File: src/hdl/assert_macros.svh
`ifndef ASSERT_MACROS_SVH
`define ASSERT_MACROS_SVH

// cond must never hold while out of reset
`define ASSERT_NEVER(label, cond, msg) \
  label: assert property (@(posedge clk) disable iff (rst) !(cond)) \
    else $error(msg);

// trig at one edge requires expr at the next edge
`define ASSERT_NEXT(label, trig, expr, msg) \
  label: assert property (@(posedge clk) disable iff (rst) (trig) |=> (expr)) \
    else $error(msg);

`endif

File: src/hdl/bncc_pkg.sv
package bncc_pkg;

  localparam int CENTER_W   = 14;
  localparam int TOL_W      = 15;
  localparam int DIST_W     = 15;
  localparam int CFG_IDX_W  = 2;
  localparam int CFG_DATA_W = 15;
  localparam int FIFO_DEPTH = 8;

  localparam logic [DIST_W-1:0] DIST_MAX = 15'd32767;
  localparam logic [TOL_W-1:0]  TOL_RESET = 15'd120;

  localparam logic [CFG_IDX_W-1:0] CFG_CENTER_X  = 2'd0;
  localparam logic [CFG_IDX_W-1:0] CFG_CENTER_Y  = 2'd1;
  localparam logic [CFG_IDX_W-1:0] CFG_TOLERANCE = 2'd2;

  typedef struct packed {
    logic [DIST_W-1:0] distance_q;
    logic              near_center;
  } result_t;

endpackage

File: src/hdl/bncc_extremes.sv
module bncc_extremes #(
  parameter int COORD_BITS = 12,
  localparam int SUM_W = COORD_BITS + 2
) (
  input  logic                  clk,
  input  logic                  rst,
  input  logic                  accept,
  input  logic [COORD_BITS-1:0] point_x,
  input  logic [COORD_BITS-1:0] point_y,
  input  logic                  last_point,
  output logic                  sum_valid,
  output logic [SUM_W-1:0]      sum_x,
  output logic [SUM_W-1:0]      sum_y
);
  import bncc_pkg::*;

  logic [COORD_BITS-1:0] left_x, left_y, right_x, right_y;
  logic [COORD_BITS-1:0] top_x, top_y, bottom_x, bottom_y;
  logic [COORD_BITS-1:0] left_x_next, left_y_next, right_x_next, right_y_next;
  logic [COORD_BITS-1:0] top_x_next, top_y_next, bottom_x_next, bottom_y_next;
  logic                  expect_first;
  logic [SUM_W-1:0]      sum_x_next, sum_y_next;

  always_comb begin
    left_x_next   = left_x;
    left_y_next   = left_y;
    right_x_next  = right_x;
    right_y_next  = right_y;
    top_x_next    = top_x;
    top_y_next    = top_y;
    bottom_x_next = bottom_x;
    bottom_y_next = bottom_y;
    if (expect_first) begin
      left_x_next   = point_x;
      left_y_next   = point_y;
      right_x_next  = point_x;
      right_y_next  = point_y;
      top_x_next    = point_x;
      top_y_next    = point_y;
      bottom_x_next = point_x;
      bottom_y_next = point_y;
    end else begin
      if (point_x > right_x) begin
        right_x_next = point_x;
        right_y_next = point_y;
      end
      if (point_x < left_x) begin
        left_x_next = point_x;
        left_y_next = point_y;
      end
      if (point_y > bottom_y) begin
        bottom_x_next = point_x;
        bottom_y_next = point_y;
      end
      if (point_y < top_y) begin
        top_x_next = point_x;
        top_y_next = point_y;
      end
    end
    sum_x_next = SUM_W'(left_x_next) + SUM_W'(right_x_next)
               + SUM_W'(top_x_next) + SUM_W'(bottom_x_next);
    sum_y_next = SUM_W'(left_y_next) + SUM_W'(right_y_next)
               + SUM_W'(top_y_next) + SUM_W'(bottom_y_next);
  end

  always_ff @(posedge clk) begin
    if (rst) begin
      expect_first <= 1'b1;
      sum_valid    <= 1'b0;
      left_x       <= '0;
      left_y       <= '0;
      right_x      <= '0;
      right_y      <= '0;
      top_x        <= '0;
      top_y        <= '0;
      bottom_x     <= '0;
      bottom_y     <= '0;
    end else begin
      sum_valid <= accept && last_point;
      if (accept) begin
        expect_first <= last_point;
        left_x       <= left_x_next;
        left_y       <= left_y_next;
        right_x      <= right_x_next;
        right_y      <= right_y_next;
        top_x        <= top_x_next;
        top_y        <= top_y_next;
        bottom_x     <= bottom_x_next;
        bottom_y     <= bottom_y_next;
      end
    end
  end

  always_ff @(posedge clk) begin
    if (accept && last_point) begin
      sum_x <= sum_x_next;
      sum_y <= sum_y_next;
    end
  end

endmodule

File: src/hdl/bncc_distance.sv
module bncc_distance #(
  parameter int COORD_BITS = 12,
  localparam int SUM_W = COORD_BITS + 2
) (
  input  logic                           clk,
  input  logic                           rst,
  input  logic                           sum_valid,
  input  logic [SUM_W-1:0]               sum_x,
  input  logic [SUM_W-1:0]               sum_y,
  input  logic [bncc_pkg::CENTER_W-1:0]  center_x_q,
  input  logic [bncc_pkg::CENTER_W-1:0]  center_y_q,
  input  logic [bncc_pkg::TOL_W-1:0]     tolerance_q,
  output logic                           diff_valid,
  output logic                           result_valid,
  output bncc_pkg::result_t              result
);
  import bncc_pkg::*;

  localparam int DIFF_W = (SUM_W > CENTER_W) ? SUM_W : CENTER_W;
  localparam int ACC_W  = DIFF_W + 1;

  logic [DIFF_W-1:0] ext_sx, ext_sy, ext_cx, ext_cy;
  logic [DIFF_W-1:0] diff_x, diff_y, diff_x_next, diff_y_next;
  logic [ACC_W-1:0]  dist_full;
  logic [DIST_W-1:0] dist_sat;
  result_t           result_next;

  always_comb begin
    ext_sx = DIFF_W'(sum_x);
    ext_sy = DIFF_W'(sum_y);
    ext_cx = DIFF_W'(center_x_q);
    ext_cy = DIFF_W'(center_y_q);
    diff_x_next = (ext_sx > ext_cx) ? ext_sx - ext_cx : ext_cx - ext_sx;
    diff_y_next = (ext_sy > ext_cy) ? ext_sy - ext_cy : ext_cy - ext_sy;
  end

  always_comb begin
    dist_full = ACC_W'(diff_x) + ACC_W'(diff_y);
    if (dist_full > ACC_W'(DIST_MAX)) begin
      dist_sat = DIST_MAX;
    end else begin
      dist_sat = dist_full[DIST_W-1:0];
    end
    result_next.distance_q  = dist_sat;
    result_next.near_center = (dist_sat < tolerance_q);
  end

  always_ff @(posedge clk) begin
    if (rst) begin
      diff_valid   <= 1'b0;
      result_valid <= 1'b0;
    end else begin
      diff_valid   <= sum_valid;
      result_valid <= diff_valid;
    end
  end

  always_ff @(posedge clk) begin
    if (sum_valid) begin
      diff_x <= diff_x_next;
      diff_y <= diff_y_next;
    end
    if (diff_valid) begin
      result <= result_next;
    end
  end

endmodule

File: src/hdl/bncc_result_fifo.sv
module bncc_result_fifo (
  input  logic                                 clk,
  input  logic                                 rst,
  input  logic                                 wr_en,
  input  bncc_pkg::result_t                    wr_data,
  input  logic                                 rd_en,
  output bncc_pkg::result_t                    rd_data,
  output logic                                 not_empty,
  output logic [$clog2(bncc_pkg::FIFO_DEPTH):0] count
);
  import bncc_pkg::*;

  localparam int PTR_W = $clog2(FIFO_DEPTH);

  result_t           mem [FIFO_DEPTH];
  logic [PTR_W-1:0]  wr_ptr, rd_ptr;

  assign not_empty = (count != '0);
  assign rd_data   = mem[rd_ptr];

  always_ff @(posedge clk) begin
    if (rst) begin
      wr_ptr <= '0;
      rd_ptr <= '0;
      count  <= '0;
    end else begin
      if (wr_en) begin
        wr_ptr <= wr_ptr + 1'b1;
      end
      if (rd_en) begin
        rd_ptr <= rd_ptr + 1'b1;
      end
      case ({wr_en, rd_en})
        2'b10:   count <= count + 1'b1;
        2'b01:   count <= count - 1'b1;
        default: count <= count;
      endcase
    end
  end

  always_ff @(posedge clk) begin
    if (wr_en) begin
      mem[wr_ptr] <= wr_data;
    end
  end

endmodule

File: src/hdl/blob_near_center_check_top.sv
// A last point's sums, differences and result are registered, then queued to m_tdata.
// Throughput: one point per cycle while s_tready is high; the extreme
// compare-update is a single stage. Points are refused only when the eight-entry
// result queue's count plus up to three pipeline results reaches its depth.
// Reset (rst, synchronous): clears queue, pipeline valids and extremes; center 0,
// tolerance 120; the next point starts a new region.
module blob_near_center_check_top #(
  parameter int COORD_BITS = 12,
  localparam int S_DATA_W = ((2 * COORD_BITS + 7) / 8) * 8
) (
  input  logic                              clk,
  input  logic                              rst,
  input  logic                              s_tvalid,
  output logic                              s_tready,
  input  logic [S_DATA_W-1:0]               s_tdata,  // point_x, point_y, zero pad
  input  logic                              s_tlast,
  output logic                              m_tvalid,
  input  logic                              m_tready,
  output logic [15:0]                       m_tdata,  // near_center, distance_q
  input  logic                              cfg_we,
  input  logic [bncc_pkg::CFG_IDX_W-1:0]    cfg_index,
  input  logic [bncc_pkg::CFG_DATA_W-1:0]   cfg_data
);
  import bncc_pkg::*;

  localparam int SUM_W = COORD_BITS + 2;
  localparam int CNT_W = $clog2(FIFO_DEPTH) + 1;

  logic [CENTER_W-1:0] center_x_q, center_y_q;
  logic [TOL_W-1:0]    tolerance_q;

  logic              accept;
  logic              sum_valid, diff_valid, result_valid;
  logic [SUM_W-1:0]  sum_x, sum_y;
  result_t           result, fifo_out;
  logic              fifo_rd;
  logic [CNT_W-1:0]  fifo_count;
  logic [CNT_W-1:0]  pending;

  always_ff @(posedge clk) begin
    if (rst) begin
      center_x_q  <= '0;
      center_y_q  <= '0;
      tolerance_q <= TOL_RESET;
    end else if (cfg_we) begin
      case (cfg_index)
        CFG_CENTER_X:  center_x_q  <= cfg_data[CENTER_W-1:0];
        CFG_CENTER_Y:  center_y_q  <= cfg_data[CENTER_W-1:0];
        CFG_TOLERANCE: tolerance_q <= cfg_data[TOL_W-1:0];
        default:       ;
      endcase
    end
  end

  assign pending  = fifo_count + CNT_W'(sum_valid) + CNT_W'(diff_valid)
                  + CNT_W'(result_valid);
  assign s_tready = (pending < CNT_W'(FIFO_DEPTH));
  assign accept   = s_tvalid && s_tready;
  assign fifo_rd  = m_tvalid && m_tready;
  assign m_tdata  = fifo_out;

  bncc_extremes #(
    .COORD_BITS (COORD_BITS)
  ) u_extremes (
    .clk        (clk),
    .rst        (rst),
    .accept     (accept),
    .point_x    (s_tdata[COORD_BITS-1:0]),
    .point_y    (s_tdata[2*COORD_BITS-1:COORD_BITS]),
    .last_point (s_tlast),
    .sum_valid  (sum_valid),
    .sum_x      (sum_x),
    .sum_y      (sum_y)
  );

  bncc_distance #(
    .COORD_BITS (COORD_BITS)
  ) u_distance (
    .clk          (clk),
    .rst          (rst),
    .sum_valid    (sum_valid),
    .sum_x        (sum_x),
    .sum_y        (sum_y),
    .center_x_q   (center_x_q),
    .center_y_q   (center_y_q),
    .tolerance_q  (tolerance_q),
    .diff_valid   (diff_valid),
    .result_valid (result_valid),
    .result       (result)
  );

  bncc_result_fifo u_fifo (
    .clk       (clk),
    .rst       (rst),
    .wr_en     (result_valid),
    .wr_data   (result),
    .rd_en     (fifo_rd),
    .rd_data   (fifo_out),
    .not_empty (m_tvalid),
    .count     (fifo_count)
  );

`include "assert_macros.svh"

  `ASSERT_NEVER(a_fifo_overflow, result_valid && !fifo_rd && (fifo_count == CNT_W'(FIFO_DEPTH)), "result queue overflow")
  `ASSERT_NEXT(a_last_starts_result, accept && s_tlast, sum_valid, "last point did not start a result")
  `ASSERT_NEXT(a_no_spurious_result, !(accept && s_tlast), !sum_valid, "result without a last point")
  `ASSERT_NEXT(a_result_follows, sum_valid, diff_valid, "pipeline dropped a result")

endmodule
File: config.mk
export PLATFORM = sky130hd
export DESIGN_NAME = blob_near_center_check_top
export DESIGN_NICKNAME = d
export VERILOG_FILES = /design/src/hdl/bncc_pkg.sv /design/src/hdl/bncc_extremes.sv /design/src/hdl/bncc_distance.sv /design/src/hdl/bncc_result_fifo.sv /design/src/hdl/blob_near_center_check_top.sv
export VERILOG_INCLUDE_DIRS = /design/src /design/src/hdl
export SDC_FILE = /design/constraint.sdc
export NUM_CORES = 1
export LEC_CHECK = 0
export ABC_AREA = 1
export ABC_CLOCK_PERIOD_IN_PS = 5400
export BUFFER_PORTS_ARGS = -buffer_cell sky130_fd_sc_hd__buf_2
export CORE_MARGIN = 4
export CORE_UTILIZATION = 45
export DETAILED_ROUTE_END_ITERATION = 6
export GPL_TIMING_DRIVEN = 0
export SYNTH_ARGS = -nofsm -noshare
export SYNTH_HDL_FRONTEND = slang
export SYNTH_HIERARCHICAL = 1
export SYNTH_SLANG_ARGS = --single-unit
File: constraint.sdc
create_clock -name clk -period 5.4 [get_ports clk]
set_input_delay 0.54 -clock clk [delete_from_list [all_inputs] [get_ports clk]]
set_output_delay 0.54 -clock clk [all_outputs]
set_load 0.01 [all_outputs]
==> run summary, run 1 <==
Post-CTS Repair Setup Buffers - 0
Worst endpoint data arrival time - 5000 ps
Biggest area consumer among synthesized cells - edfxtp_1
CTS tree - built
Top cell type's share of synthesized area - 0.259
Highest Clock Rate - 207 MHz
TritonCTS Sinks - 356
Insertion delay to the later sink of the worst-skew pair - 560 ps
CTS Root Cell - clkbuf_16
IO buf count - 64
Compound-cell area share of the yosys netlist - 0.0703
Post-synthesis sequential area ratio - 0.393
Global-route wire length before repair - 96300 um
Initial Util - 0.459
Max Cap Violations - 0
Inst Count DP - 3721
Max-slew violation count - 0
Pleak - 12.6 nW
CTS Buf Count - 41
Top Usage Layer GRT - met2
Unrepaired setup endpoints after global routing - no
Synth Area in Adders - 0.133
Post-Synth XOR/XNOR Area - 0.0234
GR Util met1 - 0.252
Synth top area cells - edfxtp_1 (26%), dfxtp_1 (13%), nand2_1 (12%)
DR pass1 iterations - 5
Initial antenna violation count - 14
Crit-path cells - inv_1 > fa_1 > inv_1 > ha_1 > inv_1 > nor2_1 > nand2_1 > nand2_1 > nand2_1 > nand2_1 > nor2_1 > clkbuf_1 > buf_2 > nand2_1 > inv_1
CP max stage delay - 800 ps
Crit. End Element - flop
Fin crit share - 0.895
Clock buffer depth - 3
Core Area - 0.0506 mm2
Total gr overflow - 0
Total Neg Setup Slack - 0 ps
DR WL/cell - 15.9 um
Relative slew margins - 0.0817
VDD IR-drop max - 0.255 mV
Hold Vio Cnt, Final - 0
Hold Crit Class - in -> reg
Placer Congestion - 0.911
Setup crit start kind - flop
Worst-path clk slew - 60 ps
Total power draw - 13.0 mW
Met3 Use GR - 0.0416
Htree depth - 2
CP required - 5570 ps
Most frequent cell after synthesis - nand2_1
Top flop regs - u_fifo/mem (128), u_distance/result (16), tolerance_q (15)
Simple-Gate Fraction of Synth Area - 0.265
Routed WL - 60500 um
Mux contribution to synthesized area - 0.00690
Register Area - 0.00913 mm2
Die height - 235 um
Family with the most delay on the worst path - buffers and inverters
Post-synth top cells - nand2_1 (738), inv_1 (475), nor2_1 (297)
Die W - 235 um
Post-Syn Area - 0.0232 mm2
Yosys cell types - 47
Vias in the first global route - 18.5k
Largest register by flop count - u_fifo/mem
Max reg flops - 128
Starting DRT DRC Count - 1213
Outcome - complete, no violations
Post-route DRC - 0
Final ANT Viol Nets - 0
DIE AREA - 0.0553 mm2
Post-synth EDFFs - 200
Cells after Synth - 2981
Skew final - 16.1 ps
Final worst setup slack - 569 ps
Global Route Usage Sum - 0.214
DR vias/cell - 5.03
Min Tclk post-route - 4830 ps
Met2 GRT Util - 0.387
Post-layout net count - 3354
PwrDens - 504 mW/mm2
Post-synthesis async set-or-reset flop share - 0
Final setup vio count - 0
Largest net degree at the start of global routing - 31
Critical-path top delay cell - dfxtp_2
Multi-input combinational cell area - 0.0116 mm2
Syn_area_per_cell - 7.78 um2
Syn-to-layout area delta - 11.5%
Largest family of logic cells by synthesized area - simple AND/OR/NAND/NOR gates
DP HPWL - 47800 um
Worst-Margin Slew - 1370 ps
Synth Flop Type - edfxtp_1
Final non-filler cell total - 3803
YS warnings - 6
DR vias - 19.1k
Seq cells post-synth - 356
Critical path class - reg -> reg
Buf+Inv Stages, Crit Path - 6
Cell mode on critical path - nand2_1
Ports - 65
Standard-cell row count - 82
Place WS - -24.6 ps
Share of post-route cells with drive strength above 1 - 0.0906
Fillers - 4888
CP max FO - 30
Syn Nets - 3242
[per-layer routing]
metal | up-vias | part of all wire
li1 | 9723 | -
met1 | 8779 | 0.41
met2 | 477 | 0.50
met3 | 141 | 0.057
met4 | 12 | 0.036
met5 | - | 0.0014
[cells by family after synthesis]
logic type                 Yosys count
muxes                               16
AOI/OAI and AO/OA                  308
and+or+nand+nor                   1432
xor gates and xnor gates            62
buffers and inverters              593
adders and majority gates          214
DFF                                356
[placed cells by master, fill, tap and decap left out, drive strengths merged, types with 2 or more instances in the layout]
cell type / count
nand2: 768
inv: 488
nor2: 320
nand3: 271
edfxtp: 200
ha: 160
dfxtp: 156
a21oi: 140
buf: 138
o21ai: 126
clkbuf: 97
fa: 54
xor2: 43
and2: 40
nand4: 24
xnor2: 19
mux2i: 16
o22ai: 16
clkinv: 10
o21bai: 7
a211oi: 7
diode: 6
a21o: 6
bufinv: 4
nand3b: 3
nor3: 2
a31oi: 2
nor4: 2
o311ai: 2
[power by group]
| group | switching (mW) | leakage [nW] | internal [mW] |
|---|---|---|---|
| Clock | 1.12 | 0.697 | 1.76 |
| Sequential | 0.241 | 3.10 | 3.49 |
| Combinational | 4.04 | 8.84 | 2.37 |
[metrics by stage]
stage | area (um2) | hold WS, ps | utilization
after floorplan | 23200 | 429 | -
after global placement | 24400 | 446 | 0.482
after detailed placement | 24400 | 466 | 0.483
after CTS | 25800 | 193 | 0.511
after global routing | 25900 | 233 | 0.511
final | 25900 | 223 | 0.511
[final timing paths]
check,start,to,slack [ps],cells after the start
worst max-delay path,u_extremes/sum_valid$_SDFF_PP0_,u_extremes/sum_x[12]$_DFFE_PP_,570,15
worst min-delay path,cfg_data[14],tolerance_q[14]$_SDFFE_PP0P_,220,3
worst max register to register,u_extremes/sum_valid$_SDFF_PP0_,u_extremes/sum_x[12]$_DFFE_PP_,570,15
worst min register to register,tolerance_q[5]$_SDFFE_PP1P_,tolerance_q[5]$_SDFFE_PP1P_,480,2
[area by class of cell]
cell class	instances	share of cell area
multi-input cells	2032	0.448
flip-flops and latches	356	0.353
inverters	485	0.0707
clock buffers	58	0.0469
well taps	672	0.0325
plain buffers	108	0.0263
repair buffers	69	0.0150
clock inverters	17	0.00745
diodes	6	0.000580
[what timing repair did]
item | 4_1_cts | 5_1_grt
hold buffers | 0 | 0
endpoints found under the hold margin | 0 | 0
gates resized for setup | 1 | 0
endpoints found under the setup margin | 28 | 0
[worst register-to-register path, cell delays in order, from the launching register on]
cell	delay, ps
dfxtp_2	800
inv_1	210
fa_1	450
inv_1	60
ha_1	210
inv_1	50
nor2_1	30
nand2_1	70
nand2_1	50
nand2_1	50
nand2_1	100
nor2_1	450
clkbuf_1	550
buf_2	390
nand2_1	170
inv_1	790
No activity file was read; power rests on OpenSTA's default activity.
==> run 2: changes to the inputs <==
--- a/config.mk
+++ b/config.mk
@@ -7,7 +7,7 @@
 export NUM_CORES = 1
 export LEC_CHECK = 0
 export ABC_AREA = 1
-export ABC_CLOCK_PERIOD_IN_PS = 5400
+export ABC_CLOCK_PERIOD_IN_PS = 4950
 export BUFFER_PORTS_ARGS = -buffer_cell sky130_fd_sc_hd__buf_2
 export CORE_MARGIN = 4
 export CORE_UTILIZATION = 45
==> constraint.sdc (replaced) <==
create_clock -name clk -period 4.95 [get_ports clk]
set_input_delay 0.495 -clock clk [delete_from_list [all_inputs] [get_ports clk]]
set_output_delay 0.495 -clock clk [all_outputs]
set_load 0.01 [all_outputs]
==> run 2 against run 1 <==
Power up 9.1%. Via count about the same. Core utilization about the same. Setup slack worse by 260 ps. Clock power up 9.0%. Largest power group unchanged. First-iteration DRC count unchanged. Final area about the same. Count of clock-buffer cells in the layout unchanged. Final cell count unchanged. Die area unchanged. Worst hold slack worse by 45 ps. Critical path depth up 8.
==> run summary, run 2 (same netlist as run 1, synthesis figures left out) <==
Post-CTS Repair Setup Buffers - 0 (unchanged)
Final instance area - 0.0259 mm2 (about the same)
CTS tree - built (unchanged)
Setup crit start kind - flop (unchanged)
Hold Startpoint - cfg_data[14] (unchanged)
Largest register by flop count - u_fifo/mem (unchanged)
Pleak - 12.6 nW (about the same)
Worst Hold End - tolerance_q[14]$_SDFFE_PP0P_ (unchanged)
Vias in the first global route - 18.5k (unchanged)
Most frequent cells in the layout - nand2_1 (738), inv_1 (474), nor2_1 (291) (was nand2_1 (738), inv_1 (475), nor2_1 (291))
Global Route Usage Sum - 0.214 (unchanged)
Worst-Margin Slew - 1370 ps (unchanged)
Relative slew margins - 0.0817 (unchanged)
Worst endpoint data arrival time - 4940 ps (was 5000 ps)
VDD IR-drop max - 0.278 mV (was 0.255 mV)
Placer Congestion - 0.911 (unchanged)
Starting DRT DRC Count - 1213 (unchanged)
Min Tclk post-route - 4640 ps (was 4830 ps)
CP required - 5250 ps (was 5570 ps)
Skew final - 15.9 ps (was 16.1 ps)
DP HPWL - 47800 um (unchanged)
Crit-path cells - inv_1 > ha_1 > nand2_1 > inv_2 > nand2_2 > nor2_2 > nand4_2 > nand2_4 > nand2_4 > buf_6 > nand2_1 > nand2_1 > fa_1 > fa_1 > ha_1 > fa_1 > nand3_1 > nand3_1 > a21oi_1 > o21ai_0 > nand2_1 > nand2_1 > xor2_1 (was inv_1 > fa_1 > inv_1 > ha_1 > inv_1 > nor2_1 > nand2_1 > nand2_1 > nand2_1 > nand2_1 > nor2_1 > clkbuf_1 > buf_2 > nand2_1 > inv_1)
Fin crit share - 0.938 (was 0.895)
Unrepaired setup endpoints after global routing - no (unchanged)
Crit. End Element - flop (unchanged)
Htree depth - 2 (unchanged)
Insertion delay to the later sink of the worst-skew pair - 560 ps (about the same)
CTS Buf Count - 41 (unchanged)
Commonest non-fill, non-tap cell in the layout - nand2_1 (unchanged)
DR vias/cell - 5.03 (about the same)
Total Neg Setup Slack - 0 ps (unchanged)
CP max stage delay - 560 ps (was 800 ps)
Dpl cell area - 0.0244 mm2 (unchanged)
Post-route DRC - 0 (unchanged)
Critical-path top delay cell - fa_1 (was dfxtp_2)
Initial antenna violation count - 14 (unchanged)
Final setup vio count - 0 (unchanged)
DR vias - 19.1k (about the same)
TritonCTS Sinks - 356 (unchanged)
Worst R2R Path Depth - 23 (was 15)
CP Depth - 23 (was 15)
Post-CTS sizing - 2 (was 1)
Global-route wire length before repair - 96300 um (unchanged)
PwrDens - 549 mW/mm2 (was 504 mW/mm2)
Die W - 235 um (unchanged)
Top flop regs - u_fifo/mem (128), u_distance/result (16), tolerance_q (15) (unchanged)
CP max FO - 10 (was 30)
DIE AREA - 0.0553 mm2 (unchanged)
Largest net degree at the start of global routing - 31 (unchanged)
Max Cap Violations - 0 (unchanged)
Total gr overflow - 0 (unchanged)
Hold buffers post-CTS - 0 (unchanged)
Family with the most delay on the worst path - adder cells (was buffers and inverters)
Buf+Inv Stages, Crit Path - 3 (was 6)
Ports - 65 (unchanged)
Cell mode on critical path - nand2_1 (unchanged)
Routed WL - 60500 um (about the same)
Max-slew violation count - 0 (unchanged)
Syn-to-layout area delta - 11.5% (about the same)
DR pass1 iterations - 6 (was 5)
Total power draw - 14.2 mW (was 13.0 mW)
Core Area - 0.0506 mm2 (unchanged)
Standard-cell row count - 82 (unchanged)
Max reg flops - 128 (unchanged)
Clock buffer depth - 3 (unchanged)
Reg2reg start - u_extremes/right_x[11]$_SDFFE_PP0P_ (was u_extremes/sum_valid$_SDFF_PP0_)
Share of post-route cells with drive strength above 1 - 0.0909 (was 0.0906)
Die height - 235 um (unchanged)
Hold Vio Cnt, Final - 0 (unchanged)
Critical path class - reg -> reg (unchanged)
Outcome - complete, no violations (unchanged)
DR WL/cell - 15.9 um (about the same)
Initial Util - 0.459 (unchanged)
RR Endpoint - u_extremes/sum_x[11]$_DFFE_PP_ (was u_extremes/sum_x[12]$_DFFE_PP_)
Final ANT Viol Nets - 0 (unchanged)
Depth of the worst hold-timing path - 3 (unchanged)
IO buf count - 64 (unchanged)
Worst hold slack - 179 ps (was 223 ps)
R2R setup slack - 310 ps (was 570 ps)
Post-layout net count - 3354 (unchanged)
Worst-path clk slew - 60 ps (about the same)
Hold Crit Class - in -> reg (unchanged)
CTS Root Cell - clkbuf_16 (unchanged)
Highest Clock Rate - 215 MHz (was 207 MHz)
[run 2: worst max-delay path by stage]
stage | slack (ps) | end | startpoint
after floorplan | 770 | u_extremes/sum_y[11]$_DFFE_PP_ | s_tdata[11]
after global placement | -450 | u_extremes/sum_x[12]$_DFFE_PP_ | u_extremes/sum_valid$_SDFF_PP0_
after detailed placement | -470 | u_extremes/sum_x[12]$_DFFE_PP_ | u_extremes/sum_valid$_SDFF_PP0_
after CTS | 320 | u_extremes/sum_y[11]$_DFFE_PP_ | u_extremes/right_x[11]$_SDFFE_PP0P_
after global routing | 20 | u_extremes/sum_x[11]$_DFFE_PP_ | u_extremes/right_x[11]$_SDFFE_PP0P_
final | 310 | u_extremes/sum_x[11]$_DFFE_PP_ | u_extremes/right_x[11]$_SDFFE_PP0P_
[run 2: final cells by class]
class,count,area (um2)
Inverter,485,1830
Clock buffer,58,1210
Antenna cell,6,15.0
Fill cell,4887,24700
Multi-Input combinational cell,2032,11600
Timing Repair Buffer,69,388
Clock inverter,17,193
Sequential cell,356,9130
Buffer,108,679
Tap cell,672,841
[run 2: layer usage]
layer  track usage  routed length (um)  vias to the layer above
met1         0.252               24800                     8764
li1              -                   -                     9722
met3        0.0416                3440                      147
met4        0.0802                2180                       12
met5             0                  85                        -
met2         0.387               30000                      486
[run 2: power by group]
part | switching, mW | internal [mW]
registers | 0.263 | 3.80
clock network | 1.22 | 1.92
logic | 4.41 | 2.59
total | 5.90 | 8.31
[run 2: tightest hold or removal path, delay by kind of cell]
| kind | cells | cell delay [ps] |
|---|---|---|
| buffers and inverters | 1 | 80 |
| and+or+nand+nor | 2 | 120 |
[run 2: metrics by stage]
stage	utilization	cells	setup slack, ps
after floorplan	-	2981	766
after global placement	0.482	3717	-450
after detailed placement	0.483	3721	-475
after CTS	0.511	3796	321
after global routing	0.511	3799	21.2
final	0.511	3803	309
